--- config.mk ---
export PLATFORM = sky130hd
export DESIGN_NAME = sbs_ctrl
export DESIGN_NICKNAME = d
export VERILOG_FILES = /design/src/hw/rtl/subharmonic_bass_synth_top_macros.svh /design/src/hw/rtl/sbs_pkg.sv /design/src/hw/rtl/sbs_ctrl.sv
export SDC_FILE = /design/constraint.sdc
export NUM_CORES = 1
export LEC_CHECK = 0
export ABC_AREA = 1
export CAP_MARGIN = 20
export CORE_AREA = 2 2 39 41
export CTS_BUF_LIST = sky130_fd_sc_hd__clkbuf_2
export CTS_CLUSTER_DIAMETER = 40
export DETAILED_ROUTE_END_ITERATION = 8
export DIE_AREA = 0 0 41 43
export DONT_BUFFER_PORTS = 1
export GPL_TIMING_DRIVEN = 0
export PLACE_DENSITY = 0.47
export SYNTH_ARGS = -nofsm -noshare
export SYNTH_HDL_FRONTEND = slang
export SYNTH_SLANG_ARGS = --single-unit
--- constraint.sdc ---
create_clock -name clk -period 1 [get_ports clk]
set_input_delay 0.15 -clock clk [delete_from_list [all_inputs] [get_ports clk]]
set_output_delay 0.15 -clock clk [all_outputs]
set_load 0.01 [all_outputs]
--- src/hw/rtl/subharmonic_bass_synth_top_macros.svh ---
// Assertion macros for the subharmonic bass synthesizer.
// Used by the top level; depends on nothing else.
`ifndef SUBHARMONIC_BASS_SYNTH_TOP_MACROS_SVH
`define SUBHARMONIC_BASS_SYNTH_TOP_MACROS_SVH

// The consequent must hold in the same cycle as the condition.
`define SBS_ASSERT_IMPLY(name, clock, reset, cond, expr, msg) \
  name: assert property (@(posedge clock) disable iff (reset) (cond) |-> (expr)) \
    else $error(msg);

// The consequent must hold in the cycle after the condition.
`define SBS_ASSERT_NEXT(name, clock, reset, cond, expr, msg) \
  name: assert property (@(posedge clock) disable iff (reset) (cond) |=> (expr)) \
    else $error(msg);

`endif

--- src/hw/rtl/sbs_pkg.sv ---
// Shared types and constants of the subharmonic bass synthesizer.
// Used by the controller, the datapath and the top level; depends on nothing.
package sbs_pkg;

  localparam int SAMPLE_BITS = 24;
  localparam int FRAC_BITS = SAMPLE_BITS - 1;
  localparam int SINE_TABLE_DEPTH_DEFAULT = 1024;

  // Configuration port.
  localparam int CFG_INDEX_BITS = 3;
  localparam int CFG_DATA_BITS = 24;

  localparam logic [CFG_INDEX_BITS-1:0] REG_MODE         = 3'd0;
  localparam logic [CFG_INDEX_BITS-1:0] REG_FILTER_COEFF = 3'd1;
  localparam logic [CFG_INDEX_BITS-1:0] REG_OSC_STEP     = 3'd2;
  localparam logic [CFG_INDEX_BITS-1:0] REG_THRESHOLD    = 3'd3;
  localparam logic [CFG_INDEX_BITS-1:0] REG_DECAY        = 3'd4;
  localparam logic [CFG_INDEX_BITS-1:0] REG_WET_LEVEL    = 3'd5;
  localparam logic [CFG_INDEX_BITS-1:0] REG_DRY_LEVEL    = 3'd6;

  typedef enum logic [1:0] {
    MODE_DISTORT,
    MODE_DIVIDE,
    MODE_INVERT,
    MODE_OSC
  } mode_t;

  typedef struct packed {
    mode_t       mode;
    logic [15:0] filter_coeff;
    logic [17:0] osc_step;
    logic [23:0] threshold;
    logic [23:0] decay;
    logic [15:0] wet_level;
    logic [15:0] dry_level;
  } cfg_t;

  localparam logic [15:0] RST_FILTER_COEFF = 16'd1039;
  localparam logic [17:0] RST_OSC_STEP     = 18'd30580;
  localparam logic [23:0] RST_THRESHOLD    = 24'd529300;
  localparam logic [23:0] RST_DECAY        = 24'd16775334;
  localparam logic [15:0] RST_WET_LEVEL    = 16'd9830;
  localparam logic [15:0] RST_DRY_LEVEL    = 16'd32768;

  // Shared multiplier operand widths.
  localparam int OPA_BITS = 34;
  localparam int OPB_BITS = 25;
  localparam int PROD_BITS = OPA_BITS + OPB_BITS;

  typedef struct packed {
    logic signed [SAMPLE_BITS-1:0] left_in;
    logic signed [SAMPLE_BITS-1:0] right_in;
  } in_t;

  typedef struct packed {
    logic signed [SAMPLE_BITS-1:0] left_out;
    logic signed [SAMPLE_BITS-1:0] right_out;
  } out_t;

  // Datapath commands, one per cycle.
  typedef enum logic [4:0] {
    OP_NONE,
    OP_LOAD,
    OP_P1_MUL,
    OP_P1_WB,
    OP_P2_MUL,
    OP_P2_WB,
    OP_CLIP,
    OP_ENV_MUL,
    OP_ENV_WB,
    OP_SIN_MUL,
    OP_SIN_WB,
    OP_Q1_MUL,
    OP_Q1_WB,
    OP_Q2_MUL,
    OP_Q2_WB,
    OP_ML_DRY,
    OP_ML_WET,
    OP_ML_WB,
    OP_MR_DRY,
    OP_MR_WET,
    OP_MR_WB
  } op_t;

  typedef enum logic [4:0] {
    ST_IDLE,
    ST_P1_MUL,
    ST_P1_WB,
    ST_P2_MUL,
    ST_P2_WB,
    ST_CLIP,
    ST_ENV_MUL,
    ST_ENV_WB,
    ST_SIN_MUL,
    ST_SIN_WB,
    ST_Q1_MUL,
    ST_Q1_WB,
    ST_Q2_MUL,
    ST_Q2_WB,
    ST_ML_DRY,
    ST_ML_WET,
    ST_ML_WB,
    ST_MR_DRY,
    ST_MR_WET,
    ST_MR_WB
  } state_t;

  // Status from the datapath to the controller.
  typedef struct packed {
    logic osc_mode;
    logic out_busy;
  } stat_t;

endpackage

--- src/hw/rtl/sbs_ctrl.sv ---
// Sequencing state machine of the subharmonic bass synthesizer.
// Depends on sbs_pkg; drives one datapath command per cycle.
module sbs_ctrl (
  input  logic           clk,
  input  logic           rst,
  input  logic           in_valid,
  input  sbs_pkg::stat_t stat,
  output sbs_pkg::op_t   op,
  output logic           idle
);

  sbs_pkg::state_t state, state_next;

  always_ff @(posedge clk) begin
    if (rst) begin
      state <= sbs_pkg::ST_IDLE;
    end else begin
      state <= state_next;
    end
  end

  always_comb begin
    state_next = state;
    op = sbs_pkg::OP_NONE;
    idle = 1'b0;
    case (state)
      sbs_pkg::ST_IDLE: begin
        idle = 1'b1;
        if (in_valid) begin
          op = sbs_pkg::OP_LOAD;
          state_next = sbs_pkg::ST_P1_MUL;
        end
      end
      sbs_pkg::ST_P1_MUL: begin
        op = sbs_pkg::OP_P1_MUL;
        state_next = sbs_pkg::ST_P1_WB;
      end
      sbs_pkg::ST_P1_WB: begin
        op = sbs_pkg::OP_P1_WB;
        state_next = sbs_pkg::ST_P2_MUL;
      end
      sbs_pkg::ST_P2_MUL: begin
        op = sbs_pkg::OP_P2_MUL;
        state_next = sbs_pkg::ST_P2_WB;
      end
      sbs_pkg::ST_P2_WB: begin
        op = sbs_pkg::OP_P2_WB;
        state_next = stat.osc_mode ? sbs_pkg::ST_ENV_MUL : sbs_pkg::ST_CLIP;
      end
      sbs_pkg::ST_CLIP: begin
        op = sbs_pkg::OP_CLIP;
        state_next = sbs_pkg::ST_Q1_MUL;
      end
      sbs_pkg::ST_ENV_MUL: begin
        op = sbs_pkg::OP_ENV_MUL;
        state_next = sbs_pkg::ST_ENV_WB;
      end
      sbs_pkg::ST_ENV_WB: begin
        op = sbs_pkg::OP_ENV_WB;
        state_next = sbs_pkg::ST_SIN_MUL;
      end
      sbs_pkg::ST_SIN_MUL: begin
        op = sbs_pkg::OP_SIN_MUL;
        state_next = sbs_pkg::ST_SIN_WB;
      end
      sbs_pkg::ST_SIN_WB: begin
        op = sbs_pkg::OP_SIN_WB;
        state_next = sbs_pkg::ST_Q1_MUL;
      end
      sbs_pkg::ST_Q1_MUL: begin
        op = sbs_pkg::OP_Q1_MUL;
        state_next = sbs_pkg::ST_Q1_WB;
      end
      sbs_pkg::ST_Q1_WB: begin
        op = sbs_pkg::OP_Q1_WB;
        state_next = sbs_pkg::ST_Q2_MUL;
      end
      sbs_pkg::ST_Q2_MUL: begin
        op = sbs_pkg::OP_Q2_MUL;
        state_next = sbs_pkg::ST_Q2_WB;
      end
      sbs_pkg::ST_Q2_WB: begin
        op = sbs_pkg::OP_Q2_WB;
        state_next = sbs_pkg::ST_ML_DRY;
      end
      sbs_pkg::ST_ML_DRY: begin
        op = sbs_pkg::OP_ML_DRY;
        state_next = sbs_pkg::ST_ML_WET;
      end
      sbs_pkg::ST_ML_WET: begin
        op = sbs_pkg::OP_ML_WET;
        state_next = sbs_pkg::ST_ML_WB;
      end
      sbs_pkg::ST_ML_WB: begin
        op = sbs_pkg::OP_ML_WB;
        state_next = sbs_pkg::ST_MR_DRY;
      end
      sbs_pkg::ST_MR_DRY: begin
        op = sbs_pkg::OP_MR_DRY;
        state_next = sbs_pkg::ST_MR_WET;
      end
      sbs_pkg::ST_MR_WET: begin
        op = sbs_pkg::OP_MR_WET;
        state_next = sbs_pkg::ST_MR_WB;
      end
      sbs_pkg::ST_MR_WB: begin
        // Hold the finished products until the output register has room.
        if (!stat.out_busy) begin
          op = sbs_pkg::OP_MR_WB;
          state_next = sbs_pkg::ST_IDLE;
        end
      end
      default: begin
        state_next = sbs_pkg::ST_IDLE;
      end
    endcase
  end

endmodule

After elaboration in Yosys (flattened, before gate mapping)
Cells that the tools add are included.
{"block": "word_totals", "reg_bits": 5, "input_bits": 5, "out_inout_bits": 6, "wordCells": 33}
{"block": "op_classes", "eq_ne": 21, "n_mux": 8, "reduce_logical": 3}
{"operator": "case mux 5 bit (20 select lines)", "count": 1}
{"operator": "case mux 5 bit (19 select lines)", "count": 1}
{"operator": "== test 5 x 4 -> 1 bit (second input constant)", "count": 8}
{"operator": "== test 5 x 3 -> 1 bit (second input constant)", "count": 4}
{"operator": "== test 5 bit (second input constant)", "count": 4}
{"operator": "2-to-1 mux 5 bit", "count": 3}
{"operator": "== test 5 x 2 -> 1 bit (second input constant)", "count": 2}
{"operator": "== test 5 x 1 -> 1 bit (second input constant)", "count": 1}
{"operator": "zero test 5 bit", "count": 1}
{"operator": "!= test 2 bit (second input constant)", "count": 2}
{"operator": "2-to-1 mux 1 bit", "count": 2}
{"operator": "2-to-1 mux 2 bit", "count": 1}
{"operator": "AND reduction 2 bit", "count": 1}
{"operator": "OR reduction 2 bit", "count": 1}

Depth between registers and ports, before layout
Gate-level depths: netlist of the first run.
{"block": "logic_depth", "ltp_word": 3, "mapped_depth": 10, "ltp_nobuf": 9}

Least setup slack after synthesis of the first run
No wires, ideal clock.
{"block": "synth_timing", "kind": "register -> register", "start": "register state[2]", "end": "register state[0]", "setup_time_ns": 0.120, "t_arrival_ns": 1.075, "required_time_ns": 0.880, "path_slack_ns": -0.196, "path_stages_with_launch": 9, "n_path_buf": 0, "synth_period_minus_slack_ns": 1.196, "path_cell_list": "dfxtp_1 -> nor2_1 -> nand2_2 -> nor2_1 -> nand2_1 -> nand2_1 -> inv_1 -> nand2_1 -> a21oi_1"}
{"block": "synth_via", "elab_chain_cells": 3, "word_cells_on_any_way": 25, "cone_classes": "21 x eq/ne; 1 x mux; 3 x reduce/logical"}
{"element": "from (decl)", "line_no": "sbs_ctrl.sv:12", "text": "sbs_pkg::state_t state, state_next;"}
{"element": "from (signal assigned)", "line_no": "sbs_ctrl.sv:16", "text": "state <= sbs_pkg::ST_IDLE;"}
{"element": "from (signal assigned)", "line_no": "sbs_ctrl.sv:18", "text": "state <= state_next;"}
{"element": "== test 5 x 4 -> 1 bit (tied with other cells)", "line_no": "sbs_ctrl.sv:26", "text": "case (state)"}
{"element": "OR reduction 2 bit (no line) or != test 2 bit (tied branches)"}
{"element": "case mux 5 bit (19 select lines) or AND reduction 2 bit (tied branches)"}
Parallel ways exist; a longest one is shown, timed or not.
A chain may end at the register's enable or synchronous reset.

Worst setup path in the final report of the first run
{"block": "layout_timing", "start": "register state[2]", "end": "output op[1]"}
{"block": "layout_via", "elab_chain_cells": 2, "word_cells_on_any_way": 21, "cone_classes": "19 x eq/ne; 1 x mux; 1 x reduce/logical"}
{"element": "== test 5 bit (tied with other cells)", "line_no": "sbs_ctrl.sv:26"}
{"element": "case mux 5 bit (20 select lines) *", "line_no": "sbs_ctrl.sv:26"}
{"element": "to (decl)", "line_no": "sbs_ctrl.sv:8", "text": "output sbs_pkg::op_t op,"}
Every way passes the cells marked *; elsewhere a longest branch is shown, timed or not.

==> impl_summary.md, run 1 <==
Place
The final estimated routing congestion in global placement is 0.819. The number of buffer cells added on primary ports is 0. The HPWL after detailed placement is 1050 um. The worst slack at placement is -180 ps.

Cells and area
The signed area change from the synthesized netlist to the final layout is 72.6%. The number of flip-flops under the largest register name is 5. The largest register by flop count is state. The repair_antennas step left the layout with diodes totalling 0.

The final net count is 111. The fraction of final layout cells sized beyond drive strength 1 is 0.590. The largest registers in the layout are state (5).

Floorplanning
The initial utilization of the core area, before any placement, comes to 0.343. In this run the vertical extent of the chip is 43 um. In this run the count of I/O pins placed on the die edge is 11. The site row count is 14. The standard cell core area is 0.00138 mm^2. The floorplan die area is 0.00176 mm^2. The die width is 41 um.

STA
The worst setup slack after layout is -373 ps. The final period demand of the worst path is approximately 1400 ps. The remaining max-slew budget at the tightest pin is 0.845.

The final-report max-slew violation count is 0. Derived from the worst setup path, the maximum achievable clock frequency is 729 MHz. The number of hold violations in the final report is 0. Setup repair after global routing could not meet its margin everywhere. The pin slew with the least headroom to its limit is approximately 230 ps. Setup violations remaining at the end of the flow were counted as 11.

The setup TNS after final layout is -2930 ps. The clock arrives with 15.6 ps of skew. The final cycle utilization of the critical path is 1.37.

Synth
After synthesis, the mean cell area works out to 5.51 um^2. The largest total area in the synthesized netlist belongs to dfxtp_1. The synthesis-stage register bit count is 5. Sorting the synthesized cells by area gives the leading types as dfxtp_1, nand2_1, nand3_1, inv_1, nor2_1. During synthesis, Yosys emitted a total of 0 warnings. The area fraction of the dominant cell type after synthesis is 0.211. The cell area after technology mapping is 474 um^2. The post-synthesis net count is 91. Synthesis produced a netlist whose cell count is 86. Of the synthesized area, sequential elements account for 0.211.

The number of unique standard cell types used by synthesis is 17.

Route
The count of routing violations after the opening detailed-route iteration is 8. In this run the remaining antenna-violating nets after routing total 0. After detailed routing, the number of remaining DRC violations is 0.

The routed wire length per instance is 13.5 um. The total via count in the routed design is 611. Before antenna repair, the detailed router went through 4 iterations. The total routed wirelength is 1640 um.

The routed via count divided by cell count is 5.05.

CTS
The master cell of the clock root buffer is clkbuf_2. For the worst-skew pair, the clock arrives at the later sink with an insertion delay of 220 ps. TritonCTS built the clock tree. The clock drives 5 sinks.

The depth of the CTS H-tree is 1. After clock tree synthesis, the clock-pin slew on the worst setup and hold paths is 70 ps. The maximum clock insertion buffer count is 2. TritonCTS created 3 clock buffers.

Pwr
For this design the ratio of total power to cell area is approximately 2400 mW/mm^2. The maximum VDD drop is roughly 1.3 mV. The leakage power of the design is 0.397 nW. Summing internal, switching and leakage power gives 1.94 mW.

Critical path
The delay of the slowest critical-path stage is a little over 400 ps. STA puts the critical path data required time at 850 ps. In this run the critical register-to-register path is launched from state[0]. The capturing point of the worst reg2reg path is state[1]. The class of the most critical setup path is reg -> out. The master of the slowest instance on the critical path is dfxtp_4.

STA classifies the critical path startpoint as a flop. The kind of end point of the critical path is a primary output. Across all register-to-register paths, the minimum setup slack is -330 ps. The critical path launch point is state[2]. The critical path goes through inv_4 -> nand2_4 -> inv_1 -> nand3_2 -> nand2_4 -> nor2_4 -> nand3_2. The worst register-to-register path has a depth of 9.

Data on the critical path arrives at its endpoint at 1220 ps. Along the worst path, the maximum fanout reaches 5.

Hold path
The worst hold path was traced through 3 stages. The worst hold path terminates at state[1]. The type of the tightest min-delay check is in -> reg. The startpoint identified for the worst hold timing path is rst.

GRT
Summed over all layers, the global routing overflow is 0. The initial antenna violation count is 0. The pin count of the biggest net entering global routing is 9. The via count of the first global-routing pass came to 536. The first-pass GRT wire length is 2360 um. Across every metal layer, demand over resource in global routing totals 0.194.

Run
The max-capacitance violation count is 0.

Status
The run finished, with violations left. The checks that failed: negative setup slack.
==> placed cells by master, fill, tap and decap left out <==
cell	instances
dfxtp_4	5
nor3_2	3
inv_1	11
nand3_1	4
inv_4	2
buf_8	1
buf_4	11
a31oi_1	1
nor2_1	6
nand2_2	7
nor2_4	5
buf_6	3
nand2_1	10
nand2_4	6
a21oi_2	1
dlygate4sd3_1	1
nor3_1	1
inv_2	2
nor2_2	4
nand3_2	6
and2_4	1
a41oi_1	1
a21oi_1	3
o211ai_1	1
nand4_1	4
clkbuf_2	4
clkinv_4	1
==> how the worst max path moves through the flow <==
stage | depth (start not counted) | endpoint | slack [ps]
after floorplan | 10 | state[1] | -60
after global placement | 8 | state[1] | -190
after detailed placement | 8 | state[1] | -180
after CTS | 6 | op[1] | -360
after global routing | 5 | op[2] | -420
final | 7 | op[1] | -370
==> cells by family after synthesis <==
kind of cell / share of synthesized area
flip-flops: 0.211
AND/OR/NAND/NOR: 0.546
AO/OA/AOI/OAI: 0.0897
buffers and inverters: 0.153
==> metal layers <==
metal | wire [um] | GRT usage
met5 | 0 | 0
met4 | 0 | 0.0333
met3 | 47 | 0.0681
met2 | 841 | 0.294
met1 | 746 | 0.261
==> layout make-up <==
class / instances / area [um^2]
clock buffer: 4 / 20.0
multi-input combinational: 64 / 448
inverter: 16 / 70.1
timing repair buffer: 15 / 126
fill: 142 / 566
buffer: 1 / 15.0
tap: 16 / 20.0
sequential: 5 / 119
==> Yosys cell counts, drive strengths merged <==
cell / n
nor3: 4
a41oi: 1
nand4: 4
buf: 1
inv: 15
a31oi: 1
dfxtp: 5
nand2: 23
and2: 1
a21oi: 4
nand3: 10
clkinv: 1
nor2: 15
o211ai: 1
==> power by group <==
| group | switching [mW] | internal [mW] | total (mW) |
|---|---|---|---|
| registers | 0.157 | 0.290 | 0.447 |
| clock network | 0.0860 | 0.106 | 0.192 |
| logic | 0.750 | 0.556 | 1.31 |
| total | 0.993 | 0.952 | 1.94 |
==> through the flow <==
step	hold slack (ps)	utilization	area (um^2)	instances
detailed placement	213	0.404	559	102
CTS	65.9	0.495	686	114
global placement	211	0.404	559	102
finish	60.0	0.591	818	121
floorplan	209	-	539	86
global route	48.3	0.591	818	121
==> what timing repair did <==
action,4_1_cts,5_1_grt
hold buffers,1,0
gates resized for setup,15,20
pin swaps,16,14
buffers inserted,7,7
endpoints found under the hold margin,4,0
gates cloned,0,0
setup endpoints to repair,11,11
==> worst max-delay path, delay by kind of cell (launching register included) <==
kind                   cells  cell delay [ps]
flip-flops                 1              410
AND/OR/NAND/NOR            5              470
buffers and inverters      2              120
(Power assumes the default switching activity.)
==> run 2, diff against run 1 <==
ABC_AREA = unset   (was 1)
PLACE_DENSITY = 0.41   (was 0.47)
==> impl_summary.md, run 2 <==
Route
The total via count in the routed design is 467. The routed wire length per instance is 14.2 um. For this block, the initial DRC count from the detailed router was 4. Using the TritonRoute via totals, the vias-per-cell ratio works out to 5.37. For this run, design rule violations remaining after detail routing come to 0. The routed design has approximately 1200 um of wire. The first TritonRoute pass finished after 4 iterations. The post-route antenna net violation count is 0.

Place
The number of buffer cells added on primary ports is 0. Summed over all nets, the half-perimeter wirelength after detailed placement is 707 um. At the end of routability-driven placement, the weighted congestion stood at 0.719. The total placed cells including tap cells is 67.

Status
The final reports fail on negative setup slack. The flow ran to the end, but the final reports show violations.

Floorplanning
The height of the die is 43 um. The floorplan has 14 rows. The region available for standard cell placement spans 0.00138 mm^2.

The I/O pin total is 11. The initial cell density of the core is 0.284. The floorplan step defined a die boundary enclosing 0.00176 mm^2. The die width is approximately 41 um.

Synth
Of the total synthesized cell area, the portion taken by XOR and XNOR cells is 0.0446. Synthesis produced 51 cells. The cell area after technology mapping is 393 um^2. The share of flip-flops with an asynchronous set or reset after synthesis is 0. The number of flops mapped to enable cells by yosys is 0. The synthesis-stage register bit count is 5. In the synthesized netlist the dominant register cell turns out to be dfxtp_1.

The mean instance size in the synthesized netlist is 7.70 um^2. Of the total synthesized cell area, the portion taken by full adders, half adders and majority gates is 0. The count of warnings emitted by yosys is 0. Sorting the synthesized cells by area gives the leading types as dfxtp_1, a21oi_1, nor4_1, buf_2, nor2_1. The simple-gate share of the synthesized area is 0.344. By count the netlist is led by dfxtp_1, a21oi_1, nor2_1. The fraction of synthesized area in multiplexers is 0.

The library cell with the largest summed area after synthesis is dfxtp_1. The main combinational cell family by area after synthesis is simple AND/OR/NAND/NOR gates. The number of nets handed over by synthesis was 56.

The number of different library cells used by synthesis comes to 33. In the post-synthesis netlist, the cell with the most instances is dfxtp_1. The synthesized-area fraction occupied by ao, oa, aoi and oai cells is 0.252. The area fraction of the dominant cell type after synthesis is 0.255.

The sequential-to-total area share from yosys stat is 0.255.

Critical path
For the worst setup path, the data arrival time is 1250 ps. The kind of end point of the critical path is a primary output. The endpoint identified for the worst register-to-register timing path is state[1]. The critical path starts at state[3]. The reg-to-reg setup timing slack is -280 ps. The worst setup path endpoint is op[0]. The worst-path maximum fanout is 6. STA classifies the critical path startpoint as a flop. The startpoint of the most critical register-to-register path is state[2].

The signal on the critical path passes through or2_1 -> buf_6 -> nor4_4 -> a211oi_4. The count of cells along the worst register-to-register path is 4. The critical path data required time is about 850 ps.

The delay of the slowest critical-path stage is 340 ps. The master of the slowest instance on the critical path is dfxtp_2. The class of the most critical setup path is reg -> out.

Hold path
Counting instances, the worst hold path has a depth of 1. The worst hold path belongs to the class in -> reg.

CTS
The number of sinks on the clock net is 5. After clock tree synthesis, the clock-pin slew on the worst setup and hold paths is 50 ps. TritonCTS built the clock tree.

The number of CTS-inserted buffers is 3. The later pin in the worst-skew pair is clocked with a latency of 210 ps. The maximum clock insertion buffer count is 2. CTS placed an instance of clkbuf_2 at the clock tree root.

The depth of the CTS H-tree is 1.

Cells and area
The net count of the finished layout is 77. Compared with the post-synthesis result, the final layout area differs by 95.9%. The number of flip-flops under the largest register name is 5. The final antenna diode count is 0. The filler-free cell count of the finished design is 87. In the final layout, the registers with the most flip-flops are state (5). In the layout the commonest cells are buf_4, buf_6, clkbuf_2, dfxtp_2. For this run, the share of the core covered by cells in the final layout is 0.556. Leaving out fill and tap cells, the most frequent cell in the layout is buf_4. Ranked by flip-flop count, first place goes to state. Of the cells placed in the final design, the portion with a size suffix greater than 1 is 0.789.

GRT
The pin count of the biggest net entering global routing is 10. The total overflow reported by the global router is 0. The via count of the first global-routing pass is 447. The initial antenna violation count is 0. The overall track demand over capacity in global routing is 0.156. The first-pass GRT wire length is ~1800 um.

Pwr
The internal power is about 0.62 mW. The share of total power dissipated in the clock network is 0.182. The share of total power dissipated in combinational logic is 0.567. The share of total power dissipated in sequential elements is 0.251. Power spread over the standard cell area amounts to around 1300 mW/mm^2. The fraction of power spent switching nets is 0.385. Summed over all cells, the static leakage comes to 0.294 nW. The analysis attributes to net switching a power of between 0.3 and 0.4 mW. The completed layout was analyzed and its total power is 1.01 mW. The worst-case IR drop observed on VDD is 0.835 mV.

STA
Across all setup checks in the final design, the least slack found is -397 ps. The final period demand of the worst path is 1400 ps. Setup repair after global routing could not meet its margin everywhere. Measured against its own limit, the worst slew margin works out to 0.829.

The final-report max-slew violation count is 0. Derived from the worst setup path, the maximum achievable clock frequency is 716 MHz. The number of endpoints failing setup at the final stage is 10. The pin slew with the least headroom to its limit is 255 ps. Clock skew on the completed layout was measured at 2.01 ps. The number of hold violations in the final report is 0. The final cycle utilization of the critical path is 1.40.

Run
Across the run, the number of max-cap violations was 0.
## run 2: layout make-up
| cell class | count | area [um^2] |
|---|---|---|
| sequential | 5 | 109 |
| fill | 127 | 614 |
| timing repair buffer | 18 | 149 |
| clock buffer | 4 | 20.0 |
| tap | 16 | 20.0 |
| buffer | 4 | 52.6 |
| inverter | 1 | 3.75 |
| multi-input combinational | 39 | 415 |
## run 2: per-stage QoR
stage                     TNS [ps]  hold slack [ps]  setup WS (ps)  area [um^2]
after floorplan              -1130              215           -202          444
after global placement       -1660              220           -279          464
after detailed placement     -1740              220           -273          464
after CTS                    -2890             15.4           -414          608
after global routing         -3280             2.88           -488          769
final                        -2690             25.2           -397          769
## run 2: how the worst min path moves through the flow
stage	start	endpoint	slack, ps
after floorplan	rst	state[4]	210
after global placement	rst	state[4]	220
after detailed placement	rst	state[4]	220
after CTS	rst	state[0]	20
after global routing	rst	state[0]	3
final	rst	state[0]	30
## run 2: power by group through the flow
stage / Sequential (mW) / Combinational [mW] / Clock (mW)
after floorplan: 0.239 / 0.296 / 0
after global placement: 0.241 / 0.332 / 0
after detailed placement: 0.242 / 0.336 / 0
after CTS: 0.252 / 0.415 / 0.194
after global routing: 0.258 / 0.609 / 0.212
final: 0.254 / 0.572 / 0.183
## run 2: cells by family (layout without fill, tap and decap cells)
kind of cell | after synthesis | after routing
AOI/OAI and AO/OA | 14 | 14
DFF | 5 | 5
xor gates and xnor gates | 2 | 2
buffers and inverters | 7 | 27
and+or+nand+nor | 23 | 23
## run 2: timing repair
action                                  4_1_cts  5_1_grt
hold endpoints to repair                      3        0
gates resized for setup                      15       29
buffers inserted                             11        6
pin swaps                                     4       15
endpoints found under the setup margin        9       11
hold buffers                                  1        0
## run 2: layer usage
metal | up-vias | track usage | part of all wire
li1 | 225 | - | -
met5 | - | 0 | 0
met3 | 2 | 0.0576 | 0.047
met2 | 12 | 0.241 | 0.53
met1 | 228 | 0.168 | 0.42
met4 | 0 | 0.100 | 0.0049
## run 2: critical path, delay by kind of cell (launching register included)
kind | cells | cell delay, ps
compound gates | 1 | 70
buf+inv | 1 | 140
flops | 1 | 340
simple gates | 2 | 490
==> run 3, diff against run 2 <==
CELL_PAD_IN_SITES_DETAIL_PLACEMENT = 1   (was unset)
CELL_PAD_IN_SITES_GLOBAL_PLACEMENT = 2   (was unset)
CORE_AREA = 2 2 40 42   (was 2 2 39 41)
DIE_AREA = 0 0 42 44   (was 0 0 41 43)
PLACE_DENSITY = 0.63   (was 0.41)
==> impl_summary.md, run 3 (synthesis gave the netlist of run 2 again) <==
Critical path
The capturing point of the worst reg2reg path is state[0]. The startpoint of the most critical register-to-register path is state[4]. For this run, the slowest stage of the critical path takes 360 ps. The master of the slowest instance on the critical path is dfxtp_4. The worst setup path is launched from a flop. The class of the most critical setup path is reg -> out.

The count of cells along the worst register-to-register path is 4. The reg-to-reg setup timing slack is -280 ps. Along the worst path, the maximum fanout reaches 6. The critical path data required time is 850 ps. STA classifies the critical path endpoint as a primary output. The critical path launch point is state[2]. The critical path goes through or2_1 -> buf_6 -> nor4_4 -> a211oi_4. The worst endpoint data arrival time is roughly 1300 ps.

Hold path
The path class of the tightest hold or removal check is in -> reg. For hold timing, the worst endpoint is state[0]. Along the worst hold path, the cell count comes to 1. The worst hold path begins at rst.

Route
Once detail routing completed, the nets flagged for antenna violations numbered 0. Summing over every cut layer, the via total after detailed routing is about 470. After detailed routing, the number of remaining DRC violations is 0. The number of detailed-routing iterations run before antenna repair is 3. Dividing the detail-routed via count by the number of cells gives 5.45. In the final routed layout, each cell accounts on average for between 15 and 20 um. Wires add up to ~1500 um. After the first detailed-routing iteration, the DRC count stood at 6.

STA
The final-report max-slew violation count is 0. The clock arrives with 5.27 ps of skew. At the pin with the least slew margin, the transition time is 287 ps.

Measured against its own limit, the worst slew margin works out to 0.808. The smallest clock period supported by the final layout is computed as 1400 ps. In the finished design, the share of the clock period the worst path needs comes to 1.40. For this run, the top clock speed supported by timing is 717 MHz. In the post-route analysis, the smallest setup slack over all paths is -395 ps. The number of endpoints failing setup at the final stage is 11. The number of hold violations in the final report is 0. Setup repair after global routing could not meet its margin everywhere.

Cells and area
Leaving out filler cells and counting taps, the final layout contains 86. The signed area change from the synthesized netlist to the final layout is 86.3%. Leaving out fill and tap cells, the most frequent cells in the layout are buf_4, buf_6, clkbuf_2, dfxtp_2. Fill cells in the final layout number 162. The number of flip-flops under the largest register name is 5. The share of the core filled with cells is 0.516. The largest registers in the layout are state (5).

The most common cell after layout, fill and taps aside is buf_4. The register with the most flip-flops in the final layout is state. The final net count is 76. The final antenna diode count is 0. The fraction of final layout cells sized beyond drive strength 1 is 0.714.

Run
Max-cap violations in this run came to 0.

GRT
The via count of the first global-routing pass is 511. The initial antenna violation count is 0. Entering global routing, the biggest net connects 10 pins. The overall track demand over capacity in global routing is 0.173. The total overflow reported by the global router is 0. The first global-routing pass estimated 2340 um of wire.

Floorplanning
The die covers 0.00185 mm^2. The site row count is 14. The core region is approximately 0.0014 mm^2. Measured along the x axis, the die boundary spans 42 um. The I/O pin total is 11.

The die is 44 um tall. The initial cell density of the core is 0.277.

Status
The run finished, with violations left. The final reports fail on negative setup slack.

Pwr
The maximum VDD drop is slightly above 0.6 mV. Dividing total power by cell area gives a power density of approximately 1400 mW/mm^2. The design draws 1.03 mW.

The leakage power of the design is 0.285 nW.

Place
Timing analysis after detailed placement gives a worst setup slack of -312 ps. The number of buffer cells added on primary ports is 0. Routability-driven placement finished with a final weighted congestion of 0.666. Including well taps, the total number of placed cells is 67. Detailed placement ended at an HPWL of 876 um.

CTS
The clock-pin slew on the worst setup and hold paths is 60 ps. The maximum clock insertion buffer count is 2. The CTS tree is yes.

Clock tree synthesis selected as its root buffer the cell clkbuf_2. In this run the number of H-tree levels came out at 1. The later pin in the worst-skew pair is clocked with a latency of 220 ps. For this design, the sink count on the clock tree is 5. In this run, CTS created clock tree buffers numbering 3.
[run 3: report_power, final]
group	switching, mW	leakage, nW	internal, mW
registers	0.0286	0.0432	0.227
clock network	0.0858	0.0166	0.106
logic	0.294	0.225	0.285
total	0.409	0.285	0.618
[run 3: layout make-up]
cell class	count	area, um^2	area share
inverter	1	3.75	0.00513
clock buffer	4	20.0	0.0274
sequential	5	109	0.149
multi-input combinational	39	389	0.532
tap	16	20.0	0.0274
buffer	4	52.6	0.0718
timing repair buffer	17	138	0.188
[run 3: what timing repair did]
action | CTS | global route
endpoints found under the setup margin | 11 | 11
cloned | 0 | 0
pin swaps | 4 | 11
hold endpoints to repair | 3 | 0
buffers inserted | 11 | 6
resized for setup | 19 | 17
hold buffers | 1 | 0
[run 3: through the flow]
| stage | instance area, um^2 | setup TNS [ps] | hold slack (ps) |
|---|---|---|---|
| after floorplan | 444 | -1130 | 215 |
| after global placement | 464 | -1600 | 217 |
| after detailed placement | 464 | -1870 | 217 |
| after CTS | 646 | -2880 | 15.0 |
| after global routing | 732 | -3350 | 21.5 |
| final | 732 | -2740 | 23.7 |
[run 3: critical path: cells and delay by family (launching register included)]
family,cells,cell delay [ps]
AOI/OAI and AO/OA,1,70
DFF,1,360
buffers and inverters,1,140
and+or+nand+nor,2,470
[run 3: how the worst max path moves through the flow]
stage | to | slack [ps] | cells after the start
2_1_floorplan | state[4] | -200 | 4
3_3_place_gp | state[0] | -280 | 4
3_5_place_dp | state[0] | -310 | 4
4_1_cts | op[0] | -420 | 5
5_1_grt | op[0] | -460 | 4
6_report | op[0] | -400 | 4
[run 3: per-layer routing]
layer / global-route usage / wire (um) / vias up / share of wire
met5: 0 / 0 / - / 0
met4: 0.0581 / 16 / 0 / 0.011
met3: 0.0750 / 75 / 2 / 0.051
met1: 0.185 / 624 / 232 / 0.43
met2: 0.306 / 742 / 14 / 0.51
li1: - / - / 221 / -
